==> src/hw/rtl/fmpd_pkg.sv <==
`timescale 1ns / 1ps
// Shared types, constants and the CORDIC angle constants of the FM phase discriminator.
// Used by the top level, the sequencer and the checker; depends on nothing.
package fmpd_pkg;

	localparam int TABLE_DEPTH_DEF     = 131072;
	localparam int RATIO_FRAC_BITS_DEF = 8;

	localparam int SAMPLE_W = 16;
	localparam int PROD_W   = 2 * SAMPLE_W;
	localparam int ACC_W    = PROD_W + 1;
	localparam int PHASE_W  = 16;

	// 4096 is a quarter of pi on the output scale
	localparam int FAST_SHIFT    = 12;
	localparam int QUO_MIN_BITS  = 13;
	localparam int MUL_LAST_STEP = 4;

	localparam logic signed [PHASE_W-1:0] PH_QUARTER = 16'sd4096;
	localparam logic signed [PHASE_W-1:0] PH_HALF    = 16'sd8192;
	localparam logic signed [PHASE_W-1:0] PH_THREE_Q = 16'sd12288;
	localparam logic signed [PHASE_W-1:0] PH_PI      = 16'sd16384;

	// CORDIC angle accumulator carries this many fraction bits below one output step
	localparam int  CORDIC_FB    = 40;
	localparam int  CORDIC_STEPS = CORDIC_FB + 4;
	localparam real ANGLE_SCALE  = 16384.0 / 3.14159;

	typedef enum logic [2:0] {
		ST_IDLE,
		ST_MUL,
		ST_PREP,
		ST_DIV,
		ST_POST,
		ST_CORDIC,
		ST_FIN,
		ST_DONE
	} fmpd_state_t;

	typedef struct packed {
		logic take;
		logic mul;
		logic prep;
		logic div;
		logic post;
		logic cordic;
		logic fin;
		logic done;
	} fmpd_ctrl_t;

	typedef struct packed {
		logic early;
		logic ovf;
		logic run_cordic;
		logic out_free;
	} fmpd_stat_t;

	// atan(2^-i) on the output scale, with CORDIC_FB fraction bits
	function automatic longint fmpd_atan_step(input int i);
		real ang;
		ang = $atan(2.0 ** (-i));
		return longint'(ang * ANGLE_SCALE * (2.0 ** CORDIC_FB));
	endfunction

endpackage

==> src/hw/rtl/fm_phase_discriminator.sv <==
`timescale 1ns / 1ps
// FM phase discriminator: one input request (I, Q) gives one phase step, pi = 16384, against
// the previous sample. One item at a time: the block takes a request, works on it, and is ready
// again once the result sits in the output register. With angle_method 0 the block uses the
// rational arctangent; with angle_method 1 it uses the arctangent table, and ends early when
// the ratio truncates to zero, when the product lies on an axis or when the ratio saturates.
// A held output adds its stall before the next accept.
// The work is done by the radix-2 divider (one quotient bit a cycle, 18 steps at the default
// table depth) and, in table mode, by the 44-step CORDIC that evaluates the table entry; both
// run through the one shared shift-add unit. A result may wait in the output register while
// the next item is computed. No clearing pass after reset.
// Depends on fmpd_pkg, fmpd_alu and fmpd_seq.
module fm_phase_discriminator
	import fmpd_pkg::*;
#(
	parameter int TABLE_DEPTH     = TABLE_DEPTH_DEF,
	parameter int RATIO_FRAC_BITS = RATIO_FRAC_BITS_DEF
) (
	input  logic                  clk,
	input  logic                  arst_n,
	input  logic                  s_tvalid,
	output logic                  s_tready,
	input  logic [2*SAMPLE_W-1:0] s_tdata,   // sample_i [15:0], sample_q [31:16]
	output logic                  m_tvalid,
	input  logic                  m_tready,
	output logic [PHASE_W-1:0]    m_tdata,   // phase_step [15:0]
	input  logic                  cfg_we,
	input  logic [0:0]            cfg_wdata  // angle_method
);

	localparam int K_BITS   = $clog2(TABLE_DEPTH);
	localparam int QB       = (K_BITS > QUO_MIN_BITS) ? K_BITS : QUO_MIN_BITS;
	localparam int NUM_SH   = (RATIO_FRAC_BITS > FAST_SHIFT) ? RATIO_FRAC_BITS : FAST_SHIFT;
	localparam int DIV_W    = ((NUM_SH > QB) ? (ACC_W + NUM_SH) : (ACC_W + QB)) + 1;
	localparam int MAG_BITS = (K_BITS > RATIO_FRAC_BITS) ? K_BITS : RATIO_FRAC_BITS;
	localparam int CW       = MAG_BITS + 3 + CORDIC_FB;
	localparam int W        = (DIV_W > CW) ? DIV_W : CW;
	localparam int ZW       = PHASE_W + CORDIC_FB;
	localparam int CNT_W    = $clog2(CORDIC_STEPS);

	fmpd_ctrl_t       ctrl;
	fmpd_stat_t       stat;
	logic [CNT_W-1:0] cnt;

	logic                       mode_q;
	logic signed [SAMPLE_W-1:0] cur_i_q, cur_q_q, last_i_q, last_q_q;
	logic signed [SAMPLE_W-1:0] mul_a, mul_b;
	logic signed [PROD_W-1:0]   prod_q;
	logic signed [ACC_W-1:0]    re_q, im_q;
	logic signed [W-1:0]        x_q, y_q;
	logic signed [ZW-1:0]       z_q;
	logic [QB-1:0]              quo_q;
	logic                       num_neg_q;
	logic signed [PHASE_W-1:0]  res_q;
	logic                       m_tvalid_q;
	logic [PHASE_W-1:0]         m_tdata_q;

	logic signed [ZW-1:0] atan_tab [CORDIC_STEPS];

	for (genvar g = 0; g < CORDIC_STEPS; g++) begin : g_atan
		assign atan_tab[g] = ZW'(fmpd_atan_step(g));
	end

	// Sequencer
	fmpd_seq #(
		.QUO_BITS (QB),
		.STEPS    (CORDIC_STEPS),
		.CNT_W    (CNT_W)
	) u_seq (
		.clk      (clk),
		.arst_n   (arst_n),
		.s_tvalid (s_tvalid),
		.stat     (stat),
		.ctrl     (ctrl),
		.cnt      (cnt)
	);

	// Shared shift-add unit
	logic                alu_sub;
	logic signed [W-1:0] alu_a_out, alu_b_out;
	logic                ge;

	assign alu_sub = ctrl.cordic ? ~y_q[W-1] : 1'b1;

	fmpd_alu #(
		.W  (W),
		.SW (CNT_W)
	) u_alu (
		.a     (y_q),
		.b     (x_q),
		.sh    (cnt),
		.sub   (alu_sub),
		.sum_a (alu_a_out),
		.sum_b (alu_b_out)
	);

	assign ge = ~alu_a_out[W-1];

	// Product operand select: i*li, q*lq, q*li, i*lq
	always_comb begin
		case (cnt[1:0])
			2'd0: begin
				mul_a = cur_i_q;
				mul_b = last_i_q;
			end
			2'd1: begin
				mul_a = cur_q_q;
				mul_b = last_q_q;
			end
			2'd2: begin
				mul_a = cur_q_q;
				mul_b = last_i_q;
			end
			default: begin
				mul_a = cur_i_q;
				mul_b = last_q_q;
			end
		endcase
	end

	// Setup of the divider and the early answers
	logic                    re_neg, im_neg, re_zero, im_zero;
	logic [ACC_W-1:0]        re_abs, im_abs, fnum_abs;
	logic signed [ACC_W:0]   re_x, ax_x, fnum, fden;
	logic [W-1:0]            prep_n, prep_d;
	logic signed [PHASE_W-1:0] early_res, sat_res;
	logic                    early;

	always_comb begin
		re_neg  = re_q[ACC_W-1];
		im_neg  = im_q[ACC_W-1];
		re_zero = (re_q == '0);
		im_zero = (im_q == '0);
		re_abs  = re_neg ? -re_q : re_q;
		im_abs  = im_neg ? -im_q : im_q;
		re_x    = (ACC_W + 1)'(re_q);
		ax_x    = signed'({1'b0, im_abs});
		if (!re_neg) begin
			fnum = re_x - ax_x;
			fden = re_x + ax_x;
		end else begin
			fnum = re_x + ax_x;
			fden = ax_x - re_x;
		end
		fnum_abs = fnum[ACC_W] ? ACC_W'(-fnum) : ACC_W'(fnum);
		prep_n = mode_q ? (W'(im_abs) << RATIO_FRAC_BITS) : (W'(fnum_abs) << FAST_SHIFT);
		prep_d = (mode_q ? W'(re_abs) : W'(fden[ACC_W-1:0])) << QB;

		if (re_zero && im_zero) early_res = '0;
		else if (re_zero)       early_res = im_neg ? -PH_HALF : PH_HALF;
		else                    early_res = re_neg ? PH_PI : '0;
		early   = (re_zero && im_zero) || (mode_q && (re_zero || im_zero));
		sat_res = im_neg ? -PH_HALF : PH_HALF;
	end

	// Quotient placement
	logic signed [PHASE_W-1:0] qs, fa, fast_res, post_res;
	logic                      k_big, k_zero, run_cordic;

	always_comb begin
		qs       = num_neg_q ? -PHASE_W'(quo_q) : PHASE_W'(quo_q);
		fa       = (re_neg ? PH_THREE_Q : PH_QUARTER) - qs;
		fast_res = im_neg ? -fa : fa;
		k_big    = ({1'b0, quo_q} >= (QB + 1)'(TABLE_DEPTH));
		k_zero   = (quo_q == '0);
		run_cordic = mode_q && !k_big && !k_zero;
		if (!mode_q)     post_res = fast_res;
		else if (k_big)  post_res = sat_res;
		else if (re_neg) post_res = im_neg ? -PH_PI : PH_PI;
		else             post_res = '0;
	end

	// Table entry from the CORDIC angle, placed by quadrant
	logic signed [PHASE_W-1:0] t_ang, fin_res;

	always_comb begin
		t_ang = PHASE_W'(z_q >>> CORDIC_FB);
		if (re_neg) fin_res = im_neg ? t_ang - PH_PI : PH_PI - t_ang;
		else        fin_res = im_neg ? -t_ang : t_ang;
	end

	logic out_free;
	assign out_free = !m_tvalid_q || m_tready;

	assign stat.early      = early;
	assign stat.ovf        = ge;
	assign stat.run_cordic = run_cordic;
	assign stat.out_free   = out_free;

	// Control state and kept sample
	always_ff @(posedge clk or negedge arst_n) begin
		if (!arst_n) begin
			mode_q     <= 1'b0;
			last_i_q   <= '0;
			last_q_q   <= '0;
			m_tvalid_q <= 1'b0;
		end else begin
			if (cfg_we) mode_q <= cfg_wdata[0];
			if (ctrl.prep) begin
				last_i_q <= cur_i_q;
				last_q_q <= cur_q_q;
			end
			if (ctrl.done && out_free) m_tvalid_q <= 1'b1;
			else if (m_tready)         m_tvalid_q <= 1'b0;
		end
	end

	// Datapath
	always_ff @(posedge clk) begin
		if (ctrl.take && s_tvalid) begin
			cur_i_q <= s_tdata[SAMPLE_W-1:0];
			cur_q_q <= s_tdata[2*SAMPLE_W-1:SAMPLE_W];
		end

		if (ctrl.mul) begin
			prod_q <= mul_a * mul_b;
			case (cnt[2:0])
				3'd1:    re_q <= ACC_W'(prod_q);
				3'd2:    re_q <= re_q + ACC_W'(prod_q);
				3'd3:    im_q <= ACC_W'(prod_q);
				3'd4:    im_q <= im_q - ACC_W'(prod_q);
				default: ;
			endcase
		end

		if (ctrl.prep) begin
			y_q       <= prep_n;
			x_q       <= prep_d;
			num_neg_q <= fnum[ACC_W];
			res_q     <= early_res;
		end

		if (ctrl.div) begin
			if (cnt == '0) begin
				// quotient at or above 2^QB: beyond the table
				if (ge) res_q <= sat_res;
			end else begin
				quo_q <= {quo_q[QB-2:0], ge};
				if (ge) y_q <= alu_a_out;
			end
		end

		if (ctrl.post) begin
			res_q <= post_res;
			x_q   <= W'(1) << (RATIO_FRAC_BITS + CORDIC_FB);
			y_q   <= W'(quo_q) << CORDIC_FB;
			z_q   <= '0;
		end

		if (ctrl.cordic) begin
			y_q <= alu_a_out;
			x_q <= alu_b_out;
			z_q <= alu_sub ? z_q + atan_tab[cnt] : z_q - atan_tab[cnt];
		end

		if (ctrl.fin) res_q <= fin_res;

		if (ctrl.done && out_free) m_tdata_q <= res_q;
	end

	assign s_tready = ctrl.take;
	assign m_tvalid = m_tvalid_q;
	assign m_tdata  = m_tdata_q;

endmodule

==> src/hw/rtl/fmpd_alu.sv <==
`timescale 1ns / 1ps
// Shared shift-add unit: one radix-2 divider step or one CORDIC rotation per cycle.
// Stand-alone; driven by the top level datapath registers.
module fmpd_alu #(
	parameter int W  = 60,
	parameter int SW = 6
) (
	input  logic signed [W-1:0]  a,
	input  logic signed [W-1:0]  b,
	input  logic        [SW-1:0] sh,
	input  logic                 sub,
	output logic signed [W-1:0]  sum_a,
	output logic signed [W-1:0]  sum_b
);

	logic signed [W-1:0] a_sh;
	logic signed [W-1:0] b_sh;

	assign a_sh = a >>> sh;
	assign b_sh = b >>> sh;

	// cross update: a and b each move by the other's shifted value, in opposite directions; sub sets which way
	assign sum_a = sub ? a - b_sh : a + b_sh;
	assign sum_b = sub ? b + a_sh : b - a_sh;

endmodule

==> src/hw/rtl/fmpd_seq.sv <==
`timescale 1ns / 1ps
// Sequencer of the FM phase discriminator: state register, step counter, control decode.
// Depends on fmpd_pkg for the state enum and the control and status structs.
module fmpd_seq
	import fmpd_pkg::*;
#(
	parameter int QUO_BITS = QUO_MIN_BITS,
	parameter int STEPS    = CORDIC_STEPS,
	parameter int CNT_W    = $clog2(CORDIC_STEPS)
) (
	input  logic             clk,
	input  logic             arst_n,
	input  logic             s_tvalid,
	input  fmpd_stat_t       stat,
	output fmpd_ctrl_t       ctrl,
	output logic [CNT_W-1:0] cnt
);

	fmpd_state_t      state_q;
	fmpd_state_t      state_d;
	logic [CNT_W-1:0] cnt_q;

	always_ff @(posedge clk or negedge arst_n) begin
		if (!arst_n) begin
			state_q <= ST_IDLE;
			cnt_q   <= '0;
		end else begin
			state_q <= state_d;
			cnt_q   <= (state_d != state_q) ? '0 : cnt_q + CNT_W'(1);
		end
	end

	always_comb begin
		state_d = state_q;
		unique case (state_q)
			ST_IDLE: begin
				if (s_tvalid) state_d = ST_MUL;
			end
			ST_MUL: begin
				if (cnt_q == CNT_W'(MUL_LAST_STEP)) state_d = ST_PREP;
			end
			ST_PREP: begin
				state_d = stat.early ? ST_DONE : ST_DIV;
			end
			ST_DIV: begin
				if (cnt_q == '0 && stat.ovf) state_d = ST_DONE;
				else if (cnt_q == CNT_W'(QUO_BITS)) state_d = ST_POST;
			end
			ST_POST: begin
				state_d = stat.run_cordic ? ST_CORDIC : ST_DONE;
			end
			ST_CORDIC: begin
				if (cnt_q == CNT_W'(STEPS - 1)) state_d = ST_FIN;
			end
			ST_FIN: begin
				state_d = ST_DONE;
			end
			ST_DONE: begin
				if (stat.out_free) state_d = ST_IDLE;
			end
			default: begin
				state_d = ST_IDLE;
			end
		endcase
	end

	always_comb begin
		ctrl = '0;
		unique case (state_q)
			ST_IDLE:   ctrl.take   = 1'b1;
			ST_MUL:    ctrl.mul    = 1'b1;
			ST_PREP:   ctrl.prep   = 1'b1;
			ST_DIV:    ctrl.div    = 1'b1;
			ST_POST:   ctrl.post   = 1'b1;
			ST_CORDIC: ctrl.cordic = 1'b1;
			ST_FIN:    ctrl.fin    = 1'b1;
			ST_DONE:   ctrl.done   = 1'b1;
			default:   ctrl        = '0;
		endcase
	end

	assign cnt = cnt_q;

endmodule

==> config.mk <==
export PLATFORM = sky130hd
export DESIGN_NAME = fm_phase_discriminator
export DESIGN_NICKNAME = d
export VERILOG_FILES = /design/src/hw/rtl/fmpd_pkg.sv /design/src/hw/rtl/fm_phase_discriminator.sv /design/src/hw/rtl/fmpd_alu.sv /design/src/hw/rtl/fmpd_seq.sv
export SDC_FILE = /design/constraint.sdc
export NUM_CORES = 2
export LEC_CHECK = 0
export BUFFER_PORTS_ARGS = -buffer_cell sky130_fd_sc_hd__buf_2
export CORE_MARGIN = 10
export CORE_UTILIZATION = 45
export DETAILED_ROUTE_END_ITERATION = 6
export PLACE_DENSITY = 0.6
export SYNTH_ARGS = -nofsm -noshare
export SYNTH_HDL_FRONTEND = slang
export SYNTH_HIERARCHICAL = 1
export SYNTH_SLANG_ARGS = --single-unit
==> constraint.sdc <==
create_clock -name clk -period 9.1 [get_ports clk]
set_input_delay 0.91 -clock clk [delete_from_list [all_inputs] [get_ports clk]]
set_output_delay 0.91 -clock clk [all_outputs]
set_load 0.02 [all_outputs]
# Word level (Yosys, flattened, before mapping)
# Memories as Yosys holds them, arrays and structs flattened.
# Cells that the tools add are included.
dict set report op_classes {
  bitwise_logic 4
  n_mul 1
  order_cmp 1
  n_eq_ne 17
  shift 2
  n_reduce_logical 27
  muxes 67
  n_addsub 21
}
# cell count
set op_table {}
lappend op_table {{$mux W60} 11}
lappend op_table {{$mux W16} 19}
lappend op_table {{$mux W56} 5}
lappend op_table {{$mux W33} 5}
lappend op_table {{$pmux W33 S2} 2}
lappend op_table {{$add A60 B60 Y60} 2}
lappend op_table {{$sshr A60 B6 Y60} 2}
lappend op_table {{$sub A60 B60 Y60} 2}
lappend op_table {{$neg A33 Y33} 3}
lappend op_table {{$logic_not A33 Y1} 2}
lappend op_table {{$add A56 B56 Y56} 1}
lappend op_table {{$sub A56 B56 Y56} 1}
lappend op_table {{$neg A16 Y16} 3}
lappend op_table {{$mux W45} 1}
lappend op_table {{$add A33 B34 Y34} 1}
lappend op_table {{$mux W34} 1}
lappend op_table {{$sub A33 B34 Y34} 1}
lappend op_table {{$add A33 B32 Y33} 1}
lappend op_table {{$sub A33 B32 Y33} 1}
lappend op_table {{$sub A33 B33 Y33} 1}
lappend op_table {{$mul A16 B16 Y32} 1}
lappend op_table {{$pmux W3 S8} 1}
lappend op_table {{$mux W3} 7}
lappend op_table {{$logic_not A17 Y1} 1}
lappend op_table {{other kinds (31)} 65}
dict set report word_totals {
  rom_bits 3584
  out_inout_bits 18
  mem_count 1
  register_bits 399
  in_bits 38
}
# name depth word_bits rd rd_ports_with_merged_regs write_ports line_no
set memory_table {}
lappend memory_table {{(name not given)} 64 56 1 0 0 fm_phase_discriminator.sv:253} ;# z_q <= alu_sub ? z_q + atan_tab[cnt] : z_q - atan_tab[cnt];

# Logic depth before layout (Yosys ltp)
dict set report depth {
  depth_word 13
  ltp_mapped 44
  mapped_depth_nobuf 35
}

# By module
# Netlist, hierarchy kept.
# module n_inst area_per_inst_um2 seq_area_each_um2 cells_each
set by_module_without_submodules {}
lappend by_module_without_submodules {fm_phase_discriminator 1 42719.7 10780.3 5009}
lappend by_module_without_submodules {fmpd_alu 1 19143.4 0.0 2362}
lappend by_module_without_submodules {fmpd_seq 1 593.1 225.2 66}

# Worst setup path after synthesis
# No wires, ideal clock.
dict set report synth_timing {
  path_kind {register to register}
  from {register u_seq.cnt_q[0], in the netlist u_seq/cnt[0]}
  to {register prod_q[29] (data pin)}
  path_buffers 5
  setup_time_ns 0.260
  synth_period_minus_slack_ns 8.846
  path_slack_ns 0.254
  required_time_ns 8.840
  path_stages_with_launch 33
  t_arrival_ns 8.586
  path_cell_list {dfrtp_1 -> clkbuf_1 -> clkinv_1 -> ha_1 -> clkbuf_1 -> buf_1 -> clkbuf_1 -> buf_1 -> mux2i_1 -> nor2_1 -> fa_1 -> inv_1 -> fa_1 -> fa_1 -> inv_1 -> fa_1 -> fa_1 -> inv_1 -> fa_1 -> inv_1 -> ha_1 -> a21o_1 -> a21oi_1 -> o21ai_0 -> nor4_1 -> o21ai_0 -> a31oi_1 -> a22oi_1 -> nand4_1 -> nand3_1 -> o21a_1 -> nor3_1 -> nor2_1}
}
dict set report synth_via {
  elab_chain_cells 4
}
# element line_no
set synth_lines {}
lappend synth_lines {{start, declared} fmpd_seq.sv:21} ;# logic [CNT_W-1:0] cnt_q;
lappend synth_lines {{start signal, assigned} fmpd_seq.sv:29} ;# cnt_q <= (state_d != state_q) ? '0 : cnt_q + CNT_W'(1);
lappend synth_lines {{$eq A2 B2 Y1 (tied with other cells)} fm_phase_discriminator.sv:101} ;# case (cnt[1:0])
lappend synth_lines {{$reduce_or A2 Y1 (no source line)} n/a}
lappend synth_lines {{$mux W16} fm_phase_discriminator.sv:101}
lappend synth_lines {{$mul A16 B16 Y32 *} fm_phase_discriminator.sv:216} ;# prod_q <= mul_a * mul_b;
lappend synth_lines {{end signal, assigned} fm_phase_discriminator.sv:216}
lappend synth_lines {{end, declared} fm_phase_discriminator.sv:48} ;# logic signed [PROD_W-1:0] prod_q;
# Mark *: on every way between the ends. The rest lies on a longest branch, timed or not.
# A chain may end at the register's enable or synchronous reset.

# Worst setup path after layout
dict set report layout_timing {
  from {register u_seq.cnt_q[0], in the netlist u_seq/cnt[0]}
  to {register x_q[49] (data pin)}
}
dict set report layout_via {
  elab_chain_cells 4
}
# element line_no
set layout_lines {}
lappend layout_lines {{$sshr A60 B6 Y60 *} fmpd_alu.sv:19} ;# assign a_sh = a >>> sh;
lappend layout_lines {{$sub A60 B60 Y60 / $add A60 B60 Y60 (equally long branches)} fmpd_alu.sv:24} ;# assign sum_b = sub ? b + a_sh : b - a_sh;
lappend layout_lines {{$mux W60 *} fmpd_alu.sv:24}
lappend layout_lines {{named net alu_b_out[49]} fm_phase_discriminator.sv:80} ;# logic signed [W-1:0] alu_a_out, alu_b_out;
lappend layout_lines {{$mux W60 *} fm_phase_discriminator.sv:250} ;# if (ctrl.cordic) begin
lappend layout_lines {{end signal, assigned} fm_phase_discriminator.sv:228} ;# x_q <= prep_d;
lappend layout_lines {{end signal, assigned} fm_phase_discriminator.sv:245} ;# x_q <= W'(1) << (RATIO_FRAC_BITS + CORDIC_FB);
lappend layout_lines {{end signal, assigned} fm_phase_discriminator.sv:252} ;# x_q <= alu_b_out;
lappend layout_lines {{end, declared} fm_phase_discriminator.sv:50} ;# logic signed [W-1:0] x_q, y_q;
# The timed path passes the listed nets; every way through them passes the cells marked *.

==> results.md <==
- The post-placement cell area is 64,700 µm².
- The run finished with clean final reports.
- The overall via count from detail_route is 58,800.
- Across the routed clock network, the largest skew measured is 87.4 ps.
- The number of hold violations in the final report is 0.
- In this run, post-CTS hold repair placed 0 buffers.
- The count of final max-slew check failures is 0.
- In this run the critical register-to-register path is launched from u_seq/cnt[0].
- For this run the aggregate overflow at the end of global routing stands at 0.
- Data on the critical path is required at its endpoint by 9480 ps.
- The number of cells on the worst reg-to-reg path is 24.
- The count of clock tree sinks is 399.
- The reg-to-reg endpoint is x_q[49].
- The delay of the slowest critical-path stage is 740 ps.
- The number of antenna diodes in the final layout is 0.
- Measured along the y axis, the die boundary spans 393 µm.
- Setup violations remaining at the end of the flow were counted as 0.
- Once the floorplan was initialized, standard cells occupied 45.4% of the core.
- The number of design-rule violations left by the first detailed-router iteration is 6,167.
- The via count of the first global-routing pass is 56,900.
- After legalization and detailed placement, the total HPWL measured 201 mm.
- The cell sitting at the root of the clock tree is a sky130_fd_sc_hd__clkbuf_16.
- In the global route stage, met2 resource usage came out at 52.1%.
- The number of buffers and inverters on the critical path is 2.
- The max-capacitance violation count is 0.
- The kind of launch point of the worst setup path is a register.
- The category of the most critical setup path is register to register.
- The predominant post-synthesis flop cell is sky130_fd_sc_hd__edfxtp_1.
- The total clock buffers created by CTS is 51.
- The relative slew slack is 6.21%.
- In this run the cell area of the synthesized design comes to 62,500 µm².
- The finished cells cover 66,700 µm².
- The detail-routed net length per standard cell is 27.7 µm.
- The fraction of the yosys area taken by sequential cells is 17.6%.
- The min-delay analysis places its worst path in the category input pin to async pin.
- By instance count, the leading cell after synthesis is sky130_fd_sc_hd__nand2_1.
- Dividing the detail-routed via count by the number of cells gives 6.40.
- Counting I/O delays and the setup requirement, the final critical path takes 8850 ps.
- The endpoint class of the critical path is a register.
- The first global-routing pass estimated 374 mm of wire.
- The worst path uses 97.3% of the clock period.
- For this run, global-route usage on met1 was measured as 40.0%.
- The final weighted congestion of routability-driven global placement is 1.01.
- After synthesis the netlist holds a flip-flop and latch count of 399.
- The pin count of the biggest net entering global routing is 121.
- The final worst hold slack is 329 ps.
- At the pin with the least slew margin, the transition time is 1380 ps.
- In the final layout, the share of cells above drive strength 1 is 10.7%.
- met2 is the most crowded layer.
- The die covers 154,000 µm².
- Yosys mapped a number of flops with a built-in enable equal to 280.
- In this run, placement finished with an instance count of 9,084.
- The largest area contributor in the netlist is sky130_fd_sc_hd__edfxtp_1.
- 56 I/O pins were placed.
- Sorting the synthesized cells by area gives the leading types as sky130_fd_sc_hd__edfxtp_1 13%, sky130_fd_sc_hd__ha_1 9.2%, sky130_fd_sc_hd__fa_1 8.7%.
- The first detailed-routing pass took 6 iterations.
- In this run the register-to-register setup slack is 250 ps.
- The remaining number of nets flagged by the antenna check after routing is 0.
- The DRC violation count after routing is 0.
- The global-route usage over all layers is 31.9%.
- During synthesis, Yosys emitted a total of 6 warnings.
- The number of nets produced by synthesis is 8,206.
- In this run the biggest area consumer among cell types represents 13.5% of the synthesized area.
- The clock tree from TritonCTS is done.
- For this run, global-route usage on met3 was measured as 4.26%.
- The number of antenna violations at the first check in global routing is 9.
- The core region is 138,000 µm².
- The final core area utilization is 48.5%.
- Data on the critical path arrives at its endpoint at 9230 ps.
- After clock tree synthesis, the clock-pin slew on the worst setup and hold paths is 60 ps.
- The worst-path maximum fanout is 36.
- Synthesis instantiated 122 different standard cells from the library.
- In the synthesized netlist, the cells that appear most often are 696 x sky130_fd_sc_hd__nand2_1, 675 x sky130_fd_sc_hd__nor2_1, 582 x sky130_fd_sc_hd__inv_1.
- The die is 393 µm wide.
- The longest clock path from root to sink contains 3 buffers.
- Setup repair after global routing could not meet its margin everywhere.
- Counting every instance in the synthesized netlist gives 7,437.
- On the critical path, the stage with the largest delay is an instance of sky130_fd_sc_hd__or4_1.
- The fraction of registers with async set or reset after synthesis is 10.8%.
- The clock latency reported for the late side of the worst-skew pair is 690 ps.
- The net count of the finished layout is 8,123.
- Once layout is complete, the cells apart from fillers number 9,190.
- The mean cell area of the mapped netlist is 8.40 µm².
- The number of I/O port buffers is 55.
- The cell family with the largest share of critical-path delay is simple AND/OR/NAND/NOR gates.
- Traced cell by cell, the critical path runs through buf_4, buf_6, mux4_2, nand2_1, a311oi_1, or4_1, nand4bb_1, nor4_2, and4b_2, nor3b_2, o31a_1, a21bo_1, ha_1, nor2b_1, o21ai_0, nand2b_1, a211o_1, a22o_1, a211o_1, a21oi_1, o21ai_0, xor2_1, a21oi_1, a31oi_2.
- The H-tree was split into 2 levels.
- The area growth from synthesis to layout is 6.80%.
- Derived from the worst setup path, the maximum achievable clock frequency is 0.113 GHz.
- For this block, the routed nets add up to 254 mm of wire.
- Row generation in the floorplan step produced 136 rows.
==> metrics by stage <==
step                      setup WS, ps  setup TNS (ps)
after floorplan                    254               0
after global placement            -131            -131
after detailed placement          96.0               0
after CTS                          170               0
after global routing             -97.5            -102
final                              249               0
==> routing by layer <==
| metal | vias to the layer above | part of all wire [%] |
|---|---|---|
| li1 | 26600 | - |
| met1 | 28900 | 40 |
| met2 | 2654 | 46 |
| met3 | 629 | 7.2 |
| met4 | 0 | 7.1 |
| met5 | - | 0 |
==> layout make-up <==
cell class / count / area (µm²)
clock buffers: 62 / 1390
clock inverters: 33 / 422
fillers: 13400 / 71000
inverters: 600 / 2260
multi-input cells: 6042 / 47400
flip-flops and latches: 399 / 11000
well taps: 1794 / 2240
repair buffers: 260 / 1950
==> how the worst max path moves through the flow <==
stage	from	to	cells after the start
after floorplan	u_seq/cnt[0]	prod_q[29]	32
after global placement	u_seq/cnt[2]	x_q[49]	24
after detailed placement	u_seq/cnt[3]	x_q[49]	25
after CTS	u_seq/cnt[0]	x_q[49]	27
after global routing	u_seq/cnt[0]	x_q[49]	27
final	u_seq/cnt[0]	x_q[49]	24
==> flip-flops by register name (all words and copies together) (netlist names), 17 cells and up <==
name and count:
x_q 60, re_q 33, z_q 56, quo_q 17, prod_q 32, im_q 33
y_q 60
==> placed cells by master (no fill, tap or decap), types with 37 or more instances in the layout <==
master and count:
sky130_fd_sc_hd__inv_1 581, sky130_fd_sc_hd__and3_1 65, sky130_fd_sc_hd__o21ai_0 478, sky130_fd_sc_hd__o31ai_1 66
sky130_fd_sc_hd__and2_1 87, sky130_fd_sc_hd__a21oi_1 541, sky130_fd_sc_hd__nand2_1 693, sky130_fd_sc_hd__buf_4 193
sky130_fd_sc_hd__nor3_1 125, sky130_fd_sc_hd__o21bai_1 64, sky130_fd_sc_hd__nand2b_1 93, sky130_fd_sc_hd__o211ai_1 52
sky130_fd_sc_hd__xor2_1 200, sky130_fd_sc_hd__mux2_2 133, sky130_fd_sc_hd__nor2b_1 82, sky130_fd_sc_hd__nand4_1 47
sky130_fd_sc_hd__dfxtp_1 76, sky130_fd_sc_hd__nor2_1 669, sky130_fd_sc_hd__o21a_1 61, sky130_fd_sc_hd__o22ai_1 37
sky130_fd_sc_hd__edfxtp_1 280, sky130_fd_sc_hd__mux2i_1 154, sky130_fd_sc_hd__fa_1 270, sky130_fd_sc_hd__nand3_1 95
sky130_fd_sc_hd__a211oi_1 77, sky130_fd_sc_hd__a21o_1 138, sky130_fd_sc_hd__or2_2 44, sky130_fd_sc_hd__clkbuf_16 54
sky130_fd_sc_hd__mux4_2 174, sky130_fd_sc_hd__ha_1 460, sky130_fd_sc_hd__xnor2_1 417, sky130_fd_sc_hd__buf_2 55
sky130_fd_sc_hd__or3_1 37, sky130_fd_sc_hd__a31oi_1 114
==> cells by family (layout without fill, tap and decap cells) <==
kind of cell               Yosys count  after routing  share of synthesized area, %
and+or+nand+nor                   2173           2173                          16.2
AOI/OAI and AO/OA                 2043           2043                          21.2
buffers and inverters              996            955                          6.62
adders and majority gates          732            732                          17.9
xor gates and xnor gates           618            618                          8.69
muxes                              476            476                          11.7
DFF                                399            399                          17.6
==> timing repair <==
action | 4_1_cts | 5_1_grt
buffers inserted | 1 | 10
endpoints found under the setup margin | 1 | 37
resized for setup | 2 | 7
Power is left out: the tool's default activity adds up to more than one toggle a clock period on the data nets, which glitch-free logic cannot reach.
